## src/rtl/core/rdma_thp_pkg.sv

```systemverilog
`timescale 1ns / 1ps
package rdma_thp_pkg;

  localparam logic [31:0] CrcPoly = 32'h82F63B78;
  localparam logic [31:0] CrcInit = 32'hFFFFFFFF;
  localparam logic [13:0] PosMax  = 14'h3FFF;

  localparam logic [1:0] StatusOk       = 2'd0;
  localparam logic [1:0] StatusShort    = 2'd1;
  localparam logic [1:0] StatusMismatch = 2'd2;

  // Optional header set decoded from the opcode.
  typedef struct packed {
    logic reth;
    logic aeth;
    logic imm;
  } hdr_set_t;

  // Byte beat handed from the front (classify) to the back (capture/CRC).
  typedef struct packed {
    logic [7:0]  byte_value;
    logic        last_byte;
    logic [13:0] pos;
  } beat_t;

  typedef struct packed {
    logic [7:0]  opcode;
    logic [13:0] header_flags;
    logic [15:0] part_key;
    logic [23:0] dest_queue_pair;
    logic [23:0] sequence_number;
    logic [63:0] remote_address;
    logic [31:0] remote_key;
    logic [31:0] xfer_length;
    logic [31:0] ack_word;
    logic [31:0] immediate_data;
    logic [13:0] payload_length;
    logic [1:0]  status;
  } result_t;

  function automatic hdr_set_t header_set(input logic [7:0] op);
    hdr_set_t hs;
    hs = '0;
    case (op) inside
      8'h06, 8'h0A, 8'h0C:        hs.reth = 1'b1;
      8'h0B:                      begin hs.reth = 1'b1; hs.imm = 1'b1; end
      8'h03, 8'h05, 8'h09:        hs.imm = 1'b1;
      8'h0D, 8'h0F, 8'h10, 8'h11: hs.aeth = 1'b1;
      default:                    hs = '0;
    endcase
    return hs;
  endfunction

  function automatic logic [31:0] crc_byte(input logic [31:0] crc, input logic [7:0] b);
    logic [31:0] c;
    c = crc ^ {24'h0, b};
    for (int i = 0; i < 8; i++) begin
      c = c[0] ? ((c >> 1) ^ CrcPoly) : (c >> 1);
    end
    return c;
  endfunction

endpackage

```

## src/rtl/core/rdma_thp_if.sv

```systemverilog
`timescale 1ns / 1ps
interface rdma_thp_byte_if;
  logic       valid;
  logic       ready;
  logic [7:0] byte_value;
  logic       last_byte;
  modport source (output valid, byte_value, last_byte, input ready);
  modport sink (input valid, byte_value, last_byte, output ready);
endinterface

interface rdma_thp_cfg_if;
  logic valid;
  logic ready;
  logic icrc_check_enable;
  modport source (output valid, icrc_check_enable, input ready);
  modport sink (input valid, icrc_check_enable, output ready);
endinterface

interface rdma_thp_res_if;
  import rdma_thp_pkg::*;
  logic    valid;
  logic    ready;
  result_t res;
  modport source (output valid, res, input ready);
  modport sink (input valid, res, output ready);
endinterface

```

## src/rtl/core/rdma_transport_header_parser.sv

```systemverilog
`timescale 1ns / 1ps
// RDMA transport header parser: takes one packet byte per beat from the BTH opcode
// through the 4-byte ICRC and, on the beat marked last_byte, posts one result with the
// BTH fields, optional RETH/AETH/immediate fields, payload length and status (only the
// status for a short packet). One byte is accepted per cycle sustained while the result
// output is not stalled; the rate is set by the byte-wide CRC-32C step in the back end. A
// two-entry queue between the front (position tagging) and the back (capture, CRC, result
// register) lets input and output stall independently; with nothing queued ahead and the
// output not stalled, the last byte moves through a queue entry, then the result register.
module rdma_transport_header_parser
  import rdma_thp_pkg::*;
#(
  parameter int MAX_PACKET_BYTES = 8192
) (
  input  logic clk_i,
  input  logic rst_ni,
  rdma_thp_byte_if.sink  in_if,
  rdma_thp_cfg_if.sink   cfg_if,
  rdma_thp_res_if.source res_if
);

  logic  crc_en_q;
  logic  q_valid, q_ready;
  beat_t q_beat;

  assign cfg_if.ready = 1'b1;

  always_ff @(posedge clk_i or negedge rst_ni) begin
    if (!rst_ni) crc_en_q <= 1'b1;
    else if (cfg_if.valid) crc_en_q <= cfg_if.icrc_check_enable;
  end

  rdma_thp_front u_front (
    .clk_i, .rst_ni,
    .in_valid_i(in_if.valid), .in_ready_o(in_if.ready),
    .byte_value_i(in_if.byte_value), .last_byte_i(in_if.last_byte),
    .q_valid_o(q_valid), .q_ready_i(q_ready), .q_beat_o(q_beat)
  );

  rdma_thp_back #(.MaxPacketBytes(MAX_PACKET_BYTES)) u_back (
    .clk_i, .rst_ni, .crc_en_i(crc_en_q),
    .q_valid_i(q_valid), .q_ready_o(q_ready), .q_beat_i(q_beat),
    .res_valid_o(res_if.valid), .res_ready_i(res_if.ready), .res_o(res_if.res)
  );

endmodule

```

## src/rtl/core/rdma_thp_front.sv

```systemverilog
`timescale 1ns / 1ps
module rdma_thp_front
  import rdma_thp_pkg::*;
(
  input  logic  clk_i,
  input  logic  rst_ni,
  input  logic  in_valid_i,
  output logic  in_ready_o,
  input  logic  [7:0] byte_value_i,
  input  logic  last_byte_i,
  output logic  q_valid_o,
  input  logic  q_ready_i,
  output beat_t q_beat_o
);

  // Two-entry queue; front tags each beat with its packet position.
  logic [13:0] pos_q, pos_d;
  beat_t       mem_q [2];
  logic        wr_ptr_q, rd_ptr_q;
  logic [1:0]  cnt_q;
  logic        push, pop;

  assign in_ready_o = (cnt_q != 2'd2);
  assign push       = in_valid_i && in_ready_o;
  assign q_valid_o  = (cnt_q != 2'd0);
  assign pop        = q_valid_o && q_ready_i;
  assign q_beat_o   = mem_q[rd_ptr_q];

  always_comb begin
    pos_d = pos_q;
    if (push) begin
      if (last_byte_i) pos_d = '0;
      else if (pos_q != PosMax) pos_d = pos_q + 14'd1;
    end
  end

  always_ff @(posedge clk_i or negedge rst_ni) begin
    if (!rst_ni) begin
      pos_q    <= '0;
      wr_ptr_q <= 1'b0;
      rd_ptr_q <= 1'b0;
      cnt_q    <= '0;
    end else begin
      pos_q <= pos_d;
      if (push) wr_ptr_q <= ~wr_ptr_q;
      if (pop)  rd_ptr_q <= ~rd_ptr_q;
      cnt_q <= cnt_q + {1'b0, push} - {1'b0, pop};
    end
  end

  always_ff @(posedge clk_i) begin
    if (push) mem_q[wr_ptr_q] <= '{byte_value: byte_value_i, last_byte: last_byte_i,
                                   pos: pos_q};
  end

  assert property (@(posedge clk_i) disable iff (!rst_ni) cnt_q <= 2'd2)
    else $error("queue count overflow");
  assert property (@(posedge clk_i) disable iff (!rst_ni)
                   (cnt_q == 2'd0) |-> !pop)
    else $error("pop from empty queue");
  assert property (@(posedge clk_i) disable iff (!rst_ni)
                   (push && last_byte_i) |=> pos_q == '0)
    else $error("position not cleared after last beat");

endmodule

```

## src/rtl/core/rdma_thp_back.sv

```systemverilog
`timescale 1ns / 1ps
module rdma_thp_back
  import rdma_thp_pkg::*;
#(
  parameter int MaxPacketBytes = 8192
) (
  input  logic    clk_i,
  input  logic    rst_ni,
  input  logic    crc_en_i,
  input  logic    q_valid_i,
  output logic    q_ready_o,
  input  beat_t   q_beat_i,
  output logic    res_valid_o,
  input  logic    res_ready_i,
  output result_t res_o
);

  // Payload can never exceed the position range, so a larger cap is no cap.
  localparam logic [13:0] MaxPay = (MaxPacketBytes > 16383) ? PosMax
                                                            : 14'(MaxPacketBytes);

  logic [31:0] crc_q, crc_d;
  logic [31:0] hold_q, hold_d;
  logic [7:0]  op_q;
  logic [10:0] flags_q;
  logic [15:0] pkey_q;
  logic [23:0] qp_q, psn_q;
  logic [63:0] addr_q;
  logic [31:0] rkey_q, len_q, ack_q, imm_q;
  logic        take;
  logic        out_valid_q;
  result_t     out_q, res_d;
  hdr_set_t    hs;
  logic [13:0] p, total, q, hdr_end, pay;
  logic [7:0]  b;
  logic        short;

  assign q_ready_o   = !out_valid_q || res_ready_i;
  assign take        = q_valid_i && q_ready_o;
  assign res_valid_o = out_valid_q;
  assign res_o       = out_q;

  assign p  = q_beat_i.pos;
  assign b  = q_beat_i.byte_value;
  assign hs = header_set(op_q);
  assign q  = p - 14'd12;

  always_comb begin
    crc_d  = (p >= 14'd4) ? crc_byte(crc_q, hold_q[31:24]) : crc_q;
    hold_d = {hold_q[23:0], b};
    total  = (p != PosMax) ? p + 14'd1 : PosMax;
    hdr_end = 14'd12 + (hs.reth ? 14'd16 : 14'd0) + (hs.aeth ? 14'd4 : 14'd0)
            + (hs.imm ? 14'd4 : 14'd0);
    short = (total < 14'd16) || (hdr_end > total - 14'd4);
    pay   = total - 14'd4 - hdr_end;
    if (pay > MaxPay) pay = MaxPay;
    res_d = '0;
    if (short) begin
      res_d.status = StatusShort;
    end else begin
      res_d.opcode          = op_q;
      res_d.header_flags    = {hs.imm, hs.aeth, hs.reth, flags_q};
      res_d.part_key        = pkey_q;
      res_d.dest_queue_pair = qp_q;
      res_d.sequence_number = psn_q;
      res_d.remote_address  = addr_q;
      res_d.remote_key      = rkey_q;
      res_d.xfer_length     = len_q;
      res_d.ack_word        = ack_q;
      res_d.immediate_data  = imm_q;
      res_d.payload_length  = pay;
      res_d.status = (crc_en_i && ((crc_d ^ CrcInit) != hold_d)) ? StatusMismatch : StatusOk;
    end
  end

  always_ff @(posedge clk_i or negedge rst_ni) begin
    if (!rst_ni) begin
      out_valid_q <= 1'b0;
      crc_q <= CrcInit; hold_q <= '0; op_q <= '0; flags_q <= '0; pkey_q <= '0;
      qp_q <= '0; psn_q <= '0; addr_q <= '0; rkey_q <= '0; len_q <= '0;
      ack_q <= '0; imm_q <= '0;
    end else begin
      if (res_ready_i) out_valid_q <= 1'b0;
      if (take) begin
        if (q_beat_i.last_byte) begin
          out_valid_q <= 1'b1;
          crc_q <= CrcInit; hold_q <= '0; op_q <= '0; flags_q <= '0; pkey_q <= '0;
          qp_q <= '0; psn_q <= '0; addr_q <= '0; rkey_q <= '0; len_q <= '0;
          ack_q <= '0; imm_q <= '0;
        end else begin
          crc_q  <= crc_d;
          hold_q <= hold_d;
          if (p == 14'd0) op_q <= b;
          else if (p == 14'd1) flags_q[7:0] <= {b[3:0], b[5:4], b[6], b[7]};
          else if (p <= 14'd3) pkey_q <= {pkey_q[7:0], b};
          else if (p == 14'd4) flags_q[9:8] <= {b[6], b[7]};
          else if (p <= 14'd7) qp_q <= {qp_q[15:0], b};
          else if (p == 14'd8) flags_q[10] <= b[7];
          else if (p <= 14'd11) psn_q <= {psn_q[15:0], b};
          else if (hs.reth && q < 14'd8) addr_q <= {addr_q[55:0], b};
          else if (hs.reth && q < 14'd12) rkey_q <= {rkey_q[23:0], b};
          else if (hs.reth && q < 14'd16) len_q <= {len_q[23:0], b};
          else if (hs.aeth && (q - (hs.reth ? 14'd16 : 14'd0)) < 14'd4)
            ack_q <= {ack_q[23:0], b};
          else if (hs.imm && (q - (hs.reth ? 14'd16 : 14'd0)
                   - (hs.aeth ? 14'd4 : 14'd0)) < 14'd4)
            imm_q <= {imm_q[23:0], b};
        end
      end
    end
  end

  always_ff @(posedge clk_i) begin
    if (take && q_beat_i.last_byte) out_q <= res_d;
  end

  assert property (@(posedge clk_i) disable iff (!rst_ni)
                   (out_valid_q && !res_ready_i) |-> !q_ready_o)
    else $error("back accepted a beat over a stalled result");
  assert property (@(posedge clk_i) disable iff (!rst_ni)
                   (take && q_beat_i.last_byte) |=> (out_valid_q && crc_q == CrcInit))
    else $error("packet end did not post result and reinit CRC");
  assert property (@(posedge clk_i) disable iff (!rst_ni)
                   out_valid_q |-> out_q.status != 2'd3)
    else $error("invalid status code");

endmodule
```

## src/flat_wrapper.sv

```systemverilog
// flat-port wrapper written by rule: the top's interface ports become plain ports
module rdma_transport_header_parser_flat import rdma_thp_pkg::*;
#(
  parameter int MAX_PACKET_BYTES = 8192
)
  (clk_i, rst_ni, in_if_valid, in_if_byte_value, in_if_last_byte, in_if_ready, cfg_if_valid, cfg_if_icrc_check_enable, cfg_if_ready, res_if_valid, res_if_res, res_if_ready);
  rdma_thp_byte_if in_if_i ();
  rdma_thp_cfg_if cfg_if_i ();
  rdma_thp_res_if res_if_i ();
  input  logic clk_i;
  input  logic rst_ni;
  input wire logic [$bits(in_if_i.valid)-1:0] in_if_valid;
  input wire logic [$bits(in_if_i.byte_value)-1:0] in_if_byte_value;
  input wire logic [$bits(in_if_i.last_byte)-1:0] in_if_last_byte;
  output wire logic [$bits(in_if_i.ready)-1:0] in_if_ready;
  input wire logic [$bits(cfg_if_i.valid)-1:0] cfg_if_valid;
  input wire logic [$bits(cfg_if_i.icrc_check_enable)-1:0] cfg_if_icrc_check_enable;
  output wire logic [$bits(cfg_if_i.ready)-1:0] cfg_if_ready;
  output wire logic [$bits(res_if_i.valid)-1:0] res_if_valid;
  output wire logic [$bits(res_if_i.res)-1:0] res_if_res;
  input wire logic [$bits(res_if_i.ready)-1:0] res_if_ready;
  assign in_if_i.valid = in_if_valid;
  assign in_if_i.byte_value = in_if_byte_value;
  assign in_if_i.last_byte = in_if_last_byte;
  assign in_if_ready = in_if_i.ready;
  assign cfg_if_i.valid = cfg_if_valid;
  assign cfg_if_i.icrc_check_enable = cfg_if_icrc_check_enable;
  assign cfg_if_ready = cfg_if_i.ready;
  assign res_if_valid = res_if_i.valid;
  assign res_if_res = res_if_i.res;
  assign res_if_i.ready = res_if_ready;
  rdma_transport_header_parser #(.MAX_PACKET_BYTES(MAX_PACKET_BYTES)) u_core (.clk_i(clk_i), .rst_ni(rst_ni), .in_if(in_if_i), .cfg_if(cfg_if_i), .res_if(res_if_i));
endmodule
```

## config.mk

```make
export PLATFORM = sky130hd
export DESIGN_NAME = rdma_transport_header_parser_flat
export DESIGN_NICKNAME = d
export VERILOG_FILES = /design/src/rtl/core/rdma_thp_pkg.sv /design/src/rtl/core/rdma_thp_if.sv /design/src/rtl/core/rdma_transport_header_parser.sv /design/src/rtl/core/rdma_thp_front.sv /design/src/rtl/core/rdma_thp_back.sv /design/src/flat_wrapper.sv
export SDC_FILE = /design/constraint.sdc
export NUM_CORES = 1
export LEC_CHECK = 0
export BUFFER_PORTS_ARGS = -buffer_cell sky130_fd_sc_hd__buf_2
export CAP_MARGIN = 30
export CORE_AREA = 2 2 209 253
export DETAILED_ROUTE_END_ITERATION = 8
export DIE_AREA = 0 0 211 255
export PLACE_DENSITY = 0.79
export SYNTH_ARGS = -nofsm -noshare
export SYNTH_HDL_FRONTEND = slang
export SYNTH_SLANG_ARGS = --single-unit
```

## constraint.sdc

```tcl
create_clock -name clk_i -period 9.6 [get_ports clk_i]
set_input_delay 0.48 -clock clk_i [delete_from_list [all_inputs] [get_ports clk_i]]
set_output_delay 0.48 -clock clk_i [all_outputs]
set_load 0.01 [all_outputs]
```

==> impl_metrics.prom, run 1 <==
# TYPE chip_impl_metric gauge
chip_impl_metric{name="globalRouteTotalUtil",unit="%"} 28.15
chip_impl_info{name="end_kind",value="register"} 1
chip_impl_info{name="synth_area_leaders",value="edfxtp_1, dfrtp_1, and2_1, a22o_1, xnor2_1"} 1
chip_impl_metric{name="timing.hold.ws",unit="ns"} 0.03737
chip_impl_metric{name="finalCriticalPeriod",unit="ns"} 7.405
chip_impl_metric{name="finalHoldViolCount",unit=""} 0
chip_impl_metric{name="tritoncts.num_buffers",unit=""} 69
chip_impl_metric{name="count_of_standard_cell_rows",unit=""} 92
chip_impl_metric{name="die_area",unit="sq um"} 53810
chip_impl_metric{name="layout.cell_area.non_filler",unit="sq um"} 34610
chip_impl_metric{name="synthArstFlopShare",unit="%"} 51.36
chip_impl_metric{name="grt_overflow",unit=""} 0
chip_impl_info{name="critical-path-top-delay-family",value="compound AO/OA/AOI/OAI gates"} 1
chip_impl_metric{name="finalNetCount",unit=""} 2743
chip_impl_metric{name="ant_nets",unit=""} 0
chip_impl_metric{name="vias",unit=""} 20220
chip_impl_metric{name="dpl.cell_count",unit=""} 3287
chip_impl_info{name="tritoncts",value="done"} 1
chip_impl_metric{name="cp.required",unit="ns"} 9.96
chip_impl_metric{name="min_period_over_period",unit="%"} 77.14
chip_impl_metric{name="core_region_area",unit="sq um"} 51680
chip_impl_info{name="critical_path.slowest_cell",value="a221oi_1"} 1
chip_impl_metric{name="instances_no_fill",unit=""} 3419
chip_impl_metric{name="placedInstanceArea",unit="sq um"} 32250
chip_impl_metric{name="number_of_antenna_violations_at_the_first_check_in_global_routing",unit=""} 2
chip_impl_metric{name="numClockSinks",unit=""} 699
chip_impl_metric{name="max_slew_margin",unit="%"} 23.15
chip_impl_metric{name="pin_count",unit=""} 312
chip_impl_info{name="clockRootBuffer",value="clkbuf_16"} 1
chip_impl_metric{name="timing.critical_path.buf_inv",unit=""} 6
chip_impl_metric{name="final.setup_skew",unit="ns"} 0.03061
chip_impl_info{name="critPathKind",value="register to register"} 1
chip_impl_metric{name="drt_pass1_iterations",unit=""} 6
chip_impl_metric{name="max_clock_freq",unit="MHz"} 135.0
chip_impl_metric{name="synthDominantCellAreaShare",unit="%"} 34.00
chip_impl_metric{name="route.met2.wl",unit="um"} 37320
chip_impl_metric{name="post_cts_resize_count",unit=""} 0
chip_impl_metric{name="cts-root-to-sink-buffers",unit=""} 3
chip_impl_metric{name="cts_clock_pin_slew_for_the_worst_setup_and_hold_paths",unit="ns"} 0.07
chip_impl_metric{name="max_ffs_per_register",unit=""} 294
chip_impl_info{name="library_cell_with_the_largest_summed_area_after_synthesis",value="edfxtp_1"} 1
chip_impl_metric{name="synth_sequential_area_ratio",unit="%"} 64.06
chip_impl_metric{name="grt_start_max_net_pins",unit=""} 170
chip_impl_metric{name="drt_first_iter_violations",unit=""} 1649
chip_impl_metric{name="htree_num_levels",unit=""} 3
chip_impl_info{name="mostFrequentLayoutCells",value="edfxtp_1, dfrtp_1, buf_2"} 1
chip_impl_metric{name="antenna_cells",unit=""} 0
chip_impl_metric{name="globalplace.congestion",unit=""} 0.9415
chip_impl_metric{name="metal1_wirelength",unit="um"} 31230
chip_impl_metric{name="worst_path_largest_cell_delay",unit="ns"} 0.72
chip_impl_metric{name="drt_wl_total",unit="um"} 75840
chip_impl_metric{name="post_route_cells_drive_above_1_share",unit="%"} 19.63
chip_impl_info{name="run_status",value="completed"} 1
chip_impl_info{name="dominantRegCellSynth",value="edfxtp_1"} 1
chip_impl_metric{name="worstPathArrival",unit="ns"} 7.76
chip_impl_info{name="setup_repair_after_global_routing_missed_its_margin",value="no"} 1
chip_impl_metric{name="grt_first_pass_wirelength",unit="um"} 115300
chip_impl_metric{name="wl_met3",unit="um"} 4230
chip_impl_metric{name="port-buffer-count",unit=""} 310
chip_impl_metric{name="syn2layout_area_growth",unit="%"} 15.27
chip_impl_metric{name="die_x",unit="um"} 211
chip_impl_metric{name="post-dp-hpwl",unit="um"} 50860
chip_impl_metric{name="power_density",unit="nW/um^2"} 375.5
chip_impl_info{name="cp_cell_sequence",value="buf_4, nand3_1, a221oi_1, nand2_1, nor2_1, or2_2, inv_1, ha_1, inv_1, ha_1, o21ai_0, nand2b_1, a21o_1, a21oi_1, nand2_1, nor3_1, o221ai_1, a211o_4, buf_4, buf_4, buf_16, and2_1"} 1
chip_impl_metric{name="dieHeight",unit="um"} 255
chip_impl_metric{name="postSynthCellCount",unit=""} 2414
chip_impl_metric{name="max_cap_violations",unit=""} 0
chip_impl_metric{name="post_synth_num_cell_types",unit=""} 82
chip_impl_metric{name="wire_per_inst",unit="um"} 22.18
chip_impl_info{name="crit_path_frequent_cell",value="buf_4"} 1
chip_impl_metric{name="yosys_register_bits",unit=""} 699
chip_impl_metric{name="synth_warnings",unit=""} 0
chip_impl_info{name="worstSetupStartpointType",value="register"} 1
chip_impl_metric{name="insertion_delay",unit="ns"} 0.63
chip_impl_metric{name="vdd_drop_max",unit="mV"} 0.2496
chip_impl_metric{name="syn_area_per_cell",unit="sq um"} 12.44
chip_impl_metric{name="report.final.setup_viol",unit=""} 0
chip_impl_metric{name="route.detailed.vias_per_inst",unit=""} 5.914
chip_impl_metric{name="syn_std_cell_area",unit="sq um"} 30030
chip_impl_info{name="layout.cells.most_common",value="edfxtp_1"} 1
chip_impl_info{name="routed.top_layer",value="met4"} 1
chip_impl_metric{name="worstMarginPinSlew",unit="ns"} 1.153
chip_impl_metric{name="post_detailed_route_drc_marker_count",unit=""} 0
chip_impl_info{name="hp-class",value="input port to register"} 1
chip_impl_metric{name="via_count_of_the_first_global_routing_pass",unit=""} 19710
chip_impl_metric{name="worstPathMaxFanout",unit=""} 96
chip_impl_metric{name="totalNegativeSetupSlack",unit="ns"} 0
chip_impl_metric{name="timing_max_transition_violations_final",unit=""} 0
chip_impl_metric{name="starting_density_of_the_core",unit="%"} 58.09
chip_impl_metric{name="leakage_component_of_the_power",unit="nW"} 14.72
chip_impl_metric{name="synth_enable_flop_cells",unit=""} 340
chip_impl_metric{name="number_of_nets_produced_by_synthesis",unit=""} 2452
report_power, final:
group / total, mW / switching [mW] / internal (mW)
registers: 4.70 / 0.476 / 4.22
clock network: 2.68 / 1.17 / 1.51
logic: 5.62 / 3.58 / 2.04
total: 13.0 / 5.22 / 7.77
kinds of logic after synthesis:
| logic type | Yosys count | synth area share, % |
|---|---|---|
| and+or+nand+nor | 799 | 13.75 |
| muxes | 90 | 3.130 |
| other | 1 | 0.01249 |
| AOI/OAI and AO/OA | 463 | 10.57 |
| buffers and inverters | 179 | 2.613 |
| adders and majority gates | 23 | 0.9585 |
| xor gates and xnor gates | 160 | 4.905 |
| DFF | 699 | 64.06 |
cell type report:
cell class	count	area (sq um)
repair buffers	351	2007
flip-flops and latches	699	19240
clock buffers	95	1953
multi-input cells	1536	10090
well taps	658	823.3
inverters	48	187.7
fillers	3744	17080
clock inverters	32	307.8
worst paths after layout:
path                                    startpoint                          end  slack (ns)  cells after the start
setup / recovery           u_core.u_front.rd_ptr_q      u_core.u_back.res_o[66]        2.19                     22
hold / removal                 in_if_byte_value[2]  u_core.u_front.mem_q[1][17]        0.04                      1
setup reg to reg           u_core.u_front.rd_ptr_q      u_core.u_back.res_o[66]        2.19                     22
hold reg to reg             u_core.u_back.qp_q[18]       u_core.u_back.qp_q[18]        0.48                      2
max in group asynchronous                   rst_ni     u_core.u_back.rkey_q[25]        6.73                      4
min in group asynchronous                   rst_ni      u_core.u_back.len_q[26]        0.52                      2
layer usage:
metal,GRT usage (%),up-vias
met3,3.742,144
li1,-,9179
met2,46.48,757
met4,12.52,0
met1,37.71,10140
met5,0,-
synth_stat cells (all sizes together), types with 3 or more instances:
master   count
a2111oi      3
a32o         4
o21a         4
nand2      231
buf         43
a22o       141
a22oi        5
ha          23
a31oi        7
a21boi       3
nand4       11
xor2        44
o221ai       3
nand3       71
a221oi       5
and2       268
o22a         5
nor3        35
a21oi       62
nor3b        9
nor2b        9
a21o         3
nand3b       6
mux2i       59
mux2        31
dfstp       33
xnor2      112
or3b         4
or3          9
o21ai      157
o22ai        5
inv         48
nor2       104
xnor3        3
o211ai       8
o31ai       20
or4          3
dfrtp      326
and3        13
nor4         9
a211oi       8
edfxtp     340
clkbuf      88
nand2b       8
stage by stage:
stage / worst slack, ns / total power, mW / utilization [%]
after floorplan: 1.259 / 8.536 / -
after global placement: 2.540 / 10.17 / 62.21
after detailed placement: 2.245 / 10.28 / 62.39
after CTS: 2.211 / 13.00 / 66.79
after global routing: 1.620 / 13.70 / 66.96
final: 2.195 / 13.00 / 66.96
timing repair:
item	in CTS	in global routing
hold buffers	1	0
setup endpoints to repair	0	0
endpoints found under the hold margin	27	0
buffers inserted	0	0
Note: power is estimated with default switching activity, not from simulation.
==> run 2, diff against run 1 <==
--- a/config.mk
+++ b/config.mk
@@ -7,10 +7,10 @@
 export LEC_CHECK = 0
 export BUFFER_PORTS_ARGS = -buffer_cell sky130_fd_sc_hd__buf_2
 export CAP_MARGIN = 30
-export CORE_AREA = 2 2 209 253
+export CORE_AREA = 2 2 221 266
 export DETAILED_ROUTE_END_ITERATION = 8
-export DIE_AREA = 0 0 211 255
-export PLACE_DENSITY = 0.79
+export DIE_AREA = 0 0 223 268
+export PLACE_DENSITY = 0.75
 export SYNTH_ARGS = -nofsm -noshare
 export SYNTH_HDL_FRONTEND = slang
 export SYNTH_SLANG_ARGS = --single-unit
==> constraint.sdc (replaced) <==
create_clock -name clk_i -period 6 [get_ports clk_i]
set_input_delay 0.3 -clock clk_i [delete_from_list [all_inputs] [get_ports clk_i]]
set_output_delay 0.3 -clock clk_i [all_outputs]
set_load 0.01 [all_outputs]
==> run 2 against run 1 <==
First-iteration DRC count is 12% higher. Flip-flop and latch count stayed put. Combinational power is 63% higher. Critical path depth is 1 lower. Core utilization is 5.4 points lower. Clock-buffer cell count is 7 higher. Sequential share of layout area is 0.85 points lower. Die area is 11% higher. Critical endpoint is now u_core.u_back.res_o[192]. Largest cell class unchanged. Largest power group unchanged.
==> impl_metrics.prom, run 2 (same netlist as run 1, synthesis figures left out) <==
# TYPE chip_impl_metric gauge
chip_impl_info{name="run_status",value="completed"} 1
chip_impl_metric{name="max_cap_violations",unit=""} 0
chip_impl_metric{name="vias",unit=""} 20080
chip_impl_metric{name="worst_r2r_path_depth",unit=""} 21
chip_impl_info{name="critPathKind",value="register to register"} 1
chip_impl_info{name="hold_path.startpoint",value="in_if_last_byte"} 1
chip_impl_metric{name="finalCriticalPeriod",unit="ns"} 5.566
chip_impl_metric{name="via_count_of_the_first_global_routing_pass",unit=""} 20080
chip_impl_metric{name="globalplace.congestion",unit=""} 0.9413
chip_impl_metric{name="post_cts_resize_count",unit=""} 0
chip_impl_metric{name="number_of_antenna_violations_at_the_first_check_in_global_routing",unit=""} 0
chip_impl_info{name="hp-class",value="input port to register"} 1
chip_impl_metric{name="worstPathArrival",unit="ns"} 5.93
chip_impl_metric{name="timing_max_transition_violations_final",unit=""} 0
chip_impl_metric{name="worstMarginPinSlew",unit="ns"} 0.9764
chip_impl_metric{name="grt_start_max_net_pins",unit=""} 155
chip_impl_info{name="setup_repair_after_global_routing_missed_its_margin",value="no"} 1
chip_impl_metric{name="vdd_drop_max",unit="mV"} 0.4186
chip_impl_metric{name="post_route_cells_drive_above_1_share",unit="%"} 20.33
chip_impl_metric{name="core_region_area",unit="sq um"} 57050
chip_impl_metric{name="wire_per_inst",unit="um"} 21.94
chip_impl_info{name="layout.cells.most_common",value="edfxtp_1"} 1
chip_impl_metric{name="post_detailed_route_drc_marker_count",unit=""} 0
chip_impl_metric{name="max_slew_margin",unit="%"} 33.04
chip_impl_metric{name="cts_clock_pin_slew_for_the_worst_setup_and_hold_paths",unit="ns"} 0.06
chip_impl_metric{name="die_x",unit="um"} 223
chip_impl_metric{name="totalNegativeSetupSlack",unit="ns"} 0
chip_impl_metric{name="dieHeight",unit="um"} 268
chip_impl_metric{name="drt_first_iter_violations",unit=""} 1843
chip_impl_metric{name="post-dp-hpwl",unit="um"} 52430
chip_impl_metric{name="final.setup_skew",unit="ns"} 0.02595
chip_impl_metric{name="max_ffs_per_register",unit=""} 294
chip_impl_metric{name="grt_first_pass_wirelength",unit="um"} 119000
chip_impl_info{name="reg2reg_to",value="u_core.u_back.res_o[192]"} 1
chip_impl_metric{name="dpl.cell_count",unit=""} 3386
chip_impl_metric{name="port-buffer-count",unit=""} 310
chip_impl_metric{name="regToRegSetupSlack",unit="ns"} 0.43
chip_impl_metric{name="drt_pass1_iterations",unit=""} 7
chip_impl_metric{name="max_clock_freq",unit="MHz"} 179.7
chip_impl_metric{name="hold_path_depth",unit=""} 1
chip_impl_metric{name="leakage_component_of_the_power",unit="nW"} 14.97
chip_impl_metric{name="insertion_delay",unit="ns"} 0.63
chip_impl_metric{name="tritoncts.num_buffers",unit=""} 70
chip_impl_metric{name="finalHoldViolCount",unit=""} 0
chip_impl_metric{name="min_period_over_period",unit="%"} 92.76
chip_impl_metric{name="finalNetCount",unit=""} 2774
chip_impl_metric{name="layout.cell_area.non_filler",unit="sq um"} 35150
chip_impl_info{name="worstSetupStartpointType",value="register"} 1
chip_impl_metric{name="globalRouteTotalUtil",unit="%"} 26.05
chip_impl_metric{name="syn2layout_area_growth",unit="%"} 17.06
chip_impl_metric{name="placedInstanceArea",unit="sq um"} 32580
chip_impl_metric{name="pin_count",unit=""} 312
chip_impl_info{name="whs_endpoint",value="u_core.u_front.mem_q[1][14]"} 1
chip_impl_metric{name="ant_nets",unit=""} 0
chip_impl_metric{name="route.detailed.vias_per_inst",unit=""} 5.688
chip_impl_metric{name="die_area",unit="sq um"} 59760
chip_impl_metric{name="report.final.setup_viol",unit=""} 0
chip_impl_metric{name="cp.required",unit="ns"} 6.37
chip_impl_metric{name="worstPathMaxFanout",unit=""} 119
chip_impl_info{name="clockRootBuffer",value="clkbuf_16"} 1
chip_impl_metric{name="grt_overflow",unit=""} 0
chip_impl_info{name="tritoncts",value="done"} 1
chip_impl_info{name="mostFrequentLayoutCells",value="edfxtp_1, dfrtp_1, buf_2"} 1
chip_impl_metric{name="layout.core_utilization",unit="%"} 61.60
chip_impl_metric{name="post_cts_setup_buffer_count",unit=""} 0
chip_impl_info{name="end_kind",value="register"} 1
chip_impl_metric{name="power_density",unit="nW/um^2"} 604.8
chip_impl_metric{name="count_of_standard_cell_rows",unit=""} 96
chip_impl_metric{name="cts-root-to-sink-buffers",unit=""} 3
chip_impl_metric{name="instances_no_fill",unit=""} 3530
chip_impl_info{name="rr_startpoint",value="u_core.u_front.rd_ptr_q"} 1
chip_impl_metric{name="starting_density_of_the_core",unit="%"} 52.62
chip_impl_metric{name="numClockSinks",unit=""} 699
chip_impl_metric{name="drt_wl_total",unit="um"} 77460
chip_impl_metric{name="htree_num_levels",unit=""} 3
## run 2: worst max-delay path: stages, from the launching register on
cell and delay, ns:
dfrtp_2 0.65, mux2i_1 0.17, inv_1 0.15, ha_1 0.24, nand2_1 0.14, a21o_1 0.24
nor2_1 0.47, or2_2 0.23, inv_1 0.06, ha_1 0.26, inv_1 0.04, ha_1 0.31
o21ai_0 0.09, nand2b_1 0.14, a21o_1 0.22, a21oi_1 0.20, nand2_1 0.08, nor3_1 0.20
o221ai_1 0.29, a211o_4 0.53, buf_12 0.27, and2_1 0.25
## run 2: worst max path at each step
stage                                 start                       end  cells after the start
finish              u_core.u_front.rd_ptr_q  u_core.u_back.res_o[192]                     21
floorplan           u_core.u_front.rd_ptr_q    u_core.u_back.res_o[0]                      9
CTS                 u_core.u_front.rd_ptr_q  u_core.u_back.res_o[161]                     21
global route        u_core.u_front.rd_ptr_q  u_core.u_back.res_o[175]                     21
detailed placement  u_core.u_front.rd_ptr_q  u_core.u_back.res_o[140]                     21
global placement    u_core.u_front.rd_ptr_q  u_core.u_back.res_o[187]                     21
## run 2: cell type report
class	instances	area, sq um
clock buffer	102	2047
antenna	1	2.502
inverter	48	183.9
timing repair buffer	381	2276
multi-input combinational	1536	10100
clock inverter	28	377.9
sequential	699	19240
tap	735	919.6
fill	4367	21910
## run 2: stage by stage
stage | worst slack, ns | total power, mW | hold slack (ns)
3_5_place_dp | 0.5142 | 16.66 | 0.3163
6_report | 0.4344 | 21.26 | 0.05544
3_3_place_gp | 0.5842 | 16.46 | 0.3112
2_1_floorplan | -0.4120 | 13.62 | 0.004409
4_1_cts | 0.4951 | 21.31 | 0.03204
5_1_grt | 0.07398 | 22.40 | 0.04651
## run 2: repair_timing
item	4_1_cts	5_1_grt
hold endpoints to repair	99	0
hold buffers	12	0
setup endpoints to repair	0	0
## run 2: per-layer routing
layer / share of wire, % / routed length, um / vias up / GRT usage [%]
li1: - / - / 9245 / -
met1: 42 / 32890 / 10040 / 34.81
met2: 49 / 37870 / 647 / 43.19
met3: 4.7 / 3675 / 146 / 3.313
met4: 3.9 / 3026 / 0 / 11.54
met5: 0 / 0 / - / 0
## run 2: where the power goes
group / total, mW / switching (mW) / internal, mW
registers: 7.53 / 0.781 / 6.75
logic: 9.15 / 5.78 / 3.37
clock network: 4.58 / 1.88 / 2.70
total: 21.3 / 8.43 / 12.8
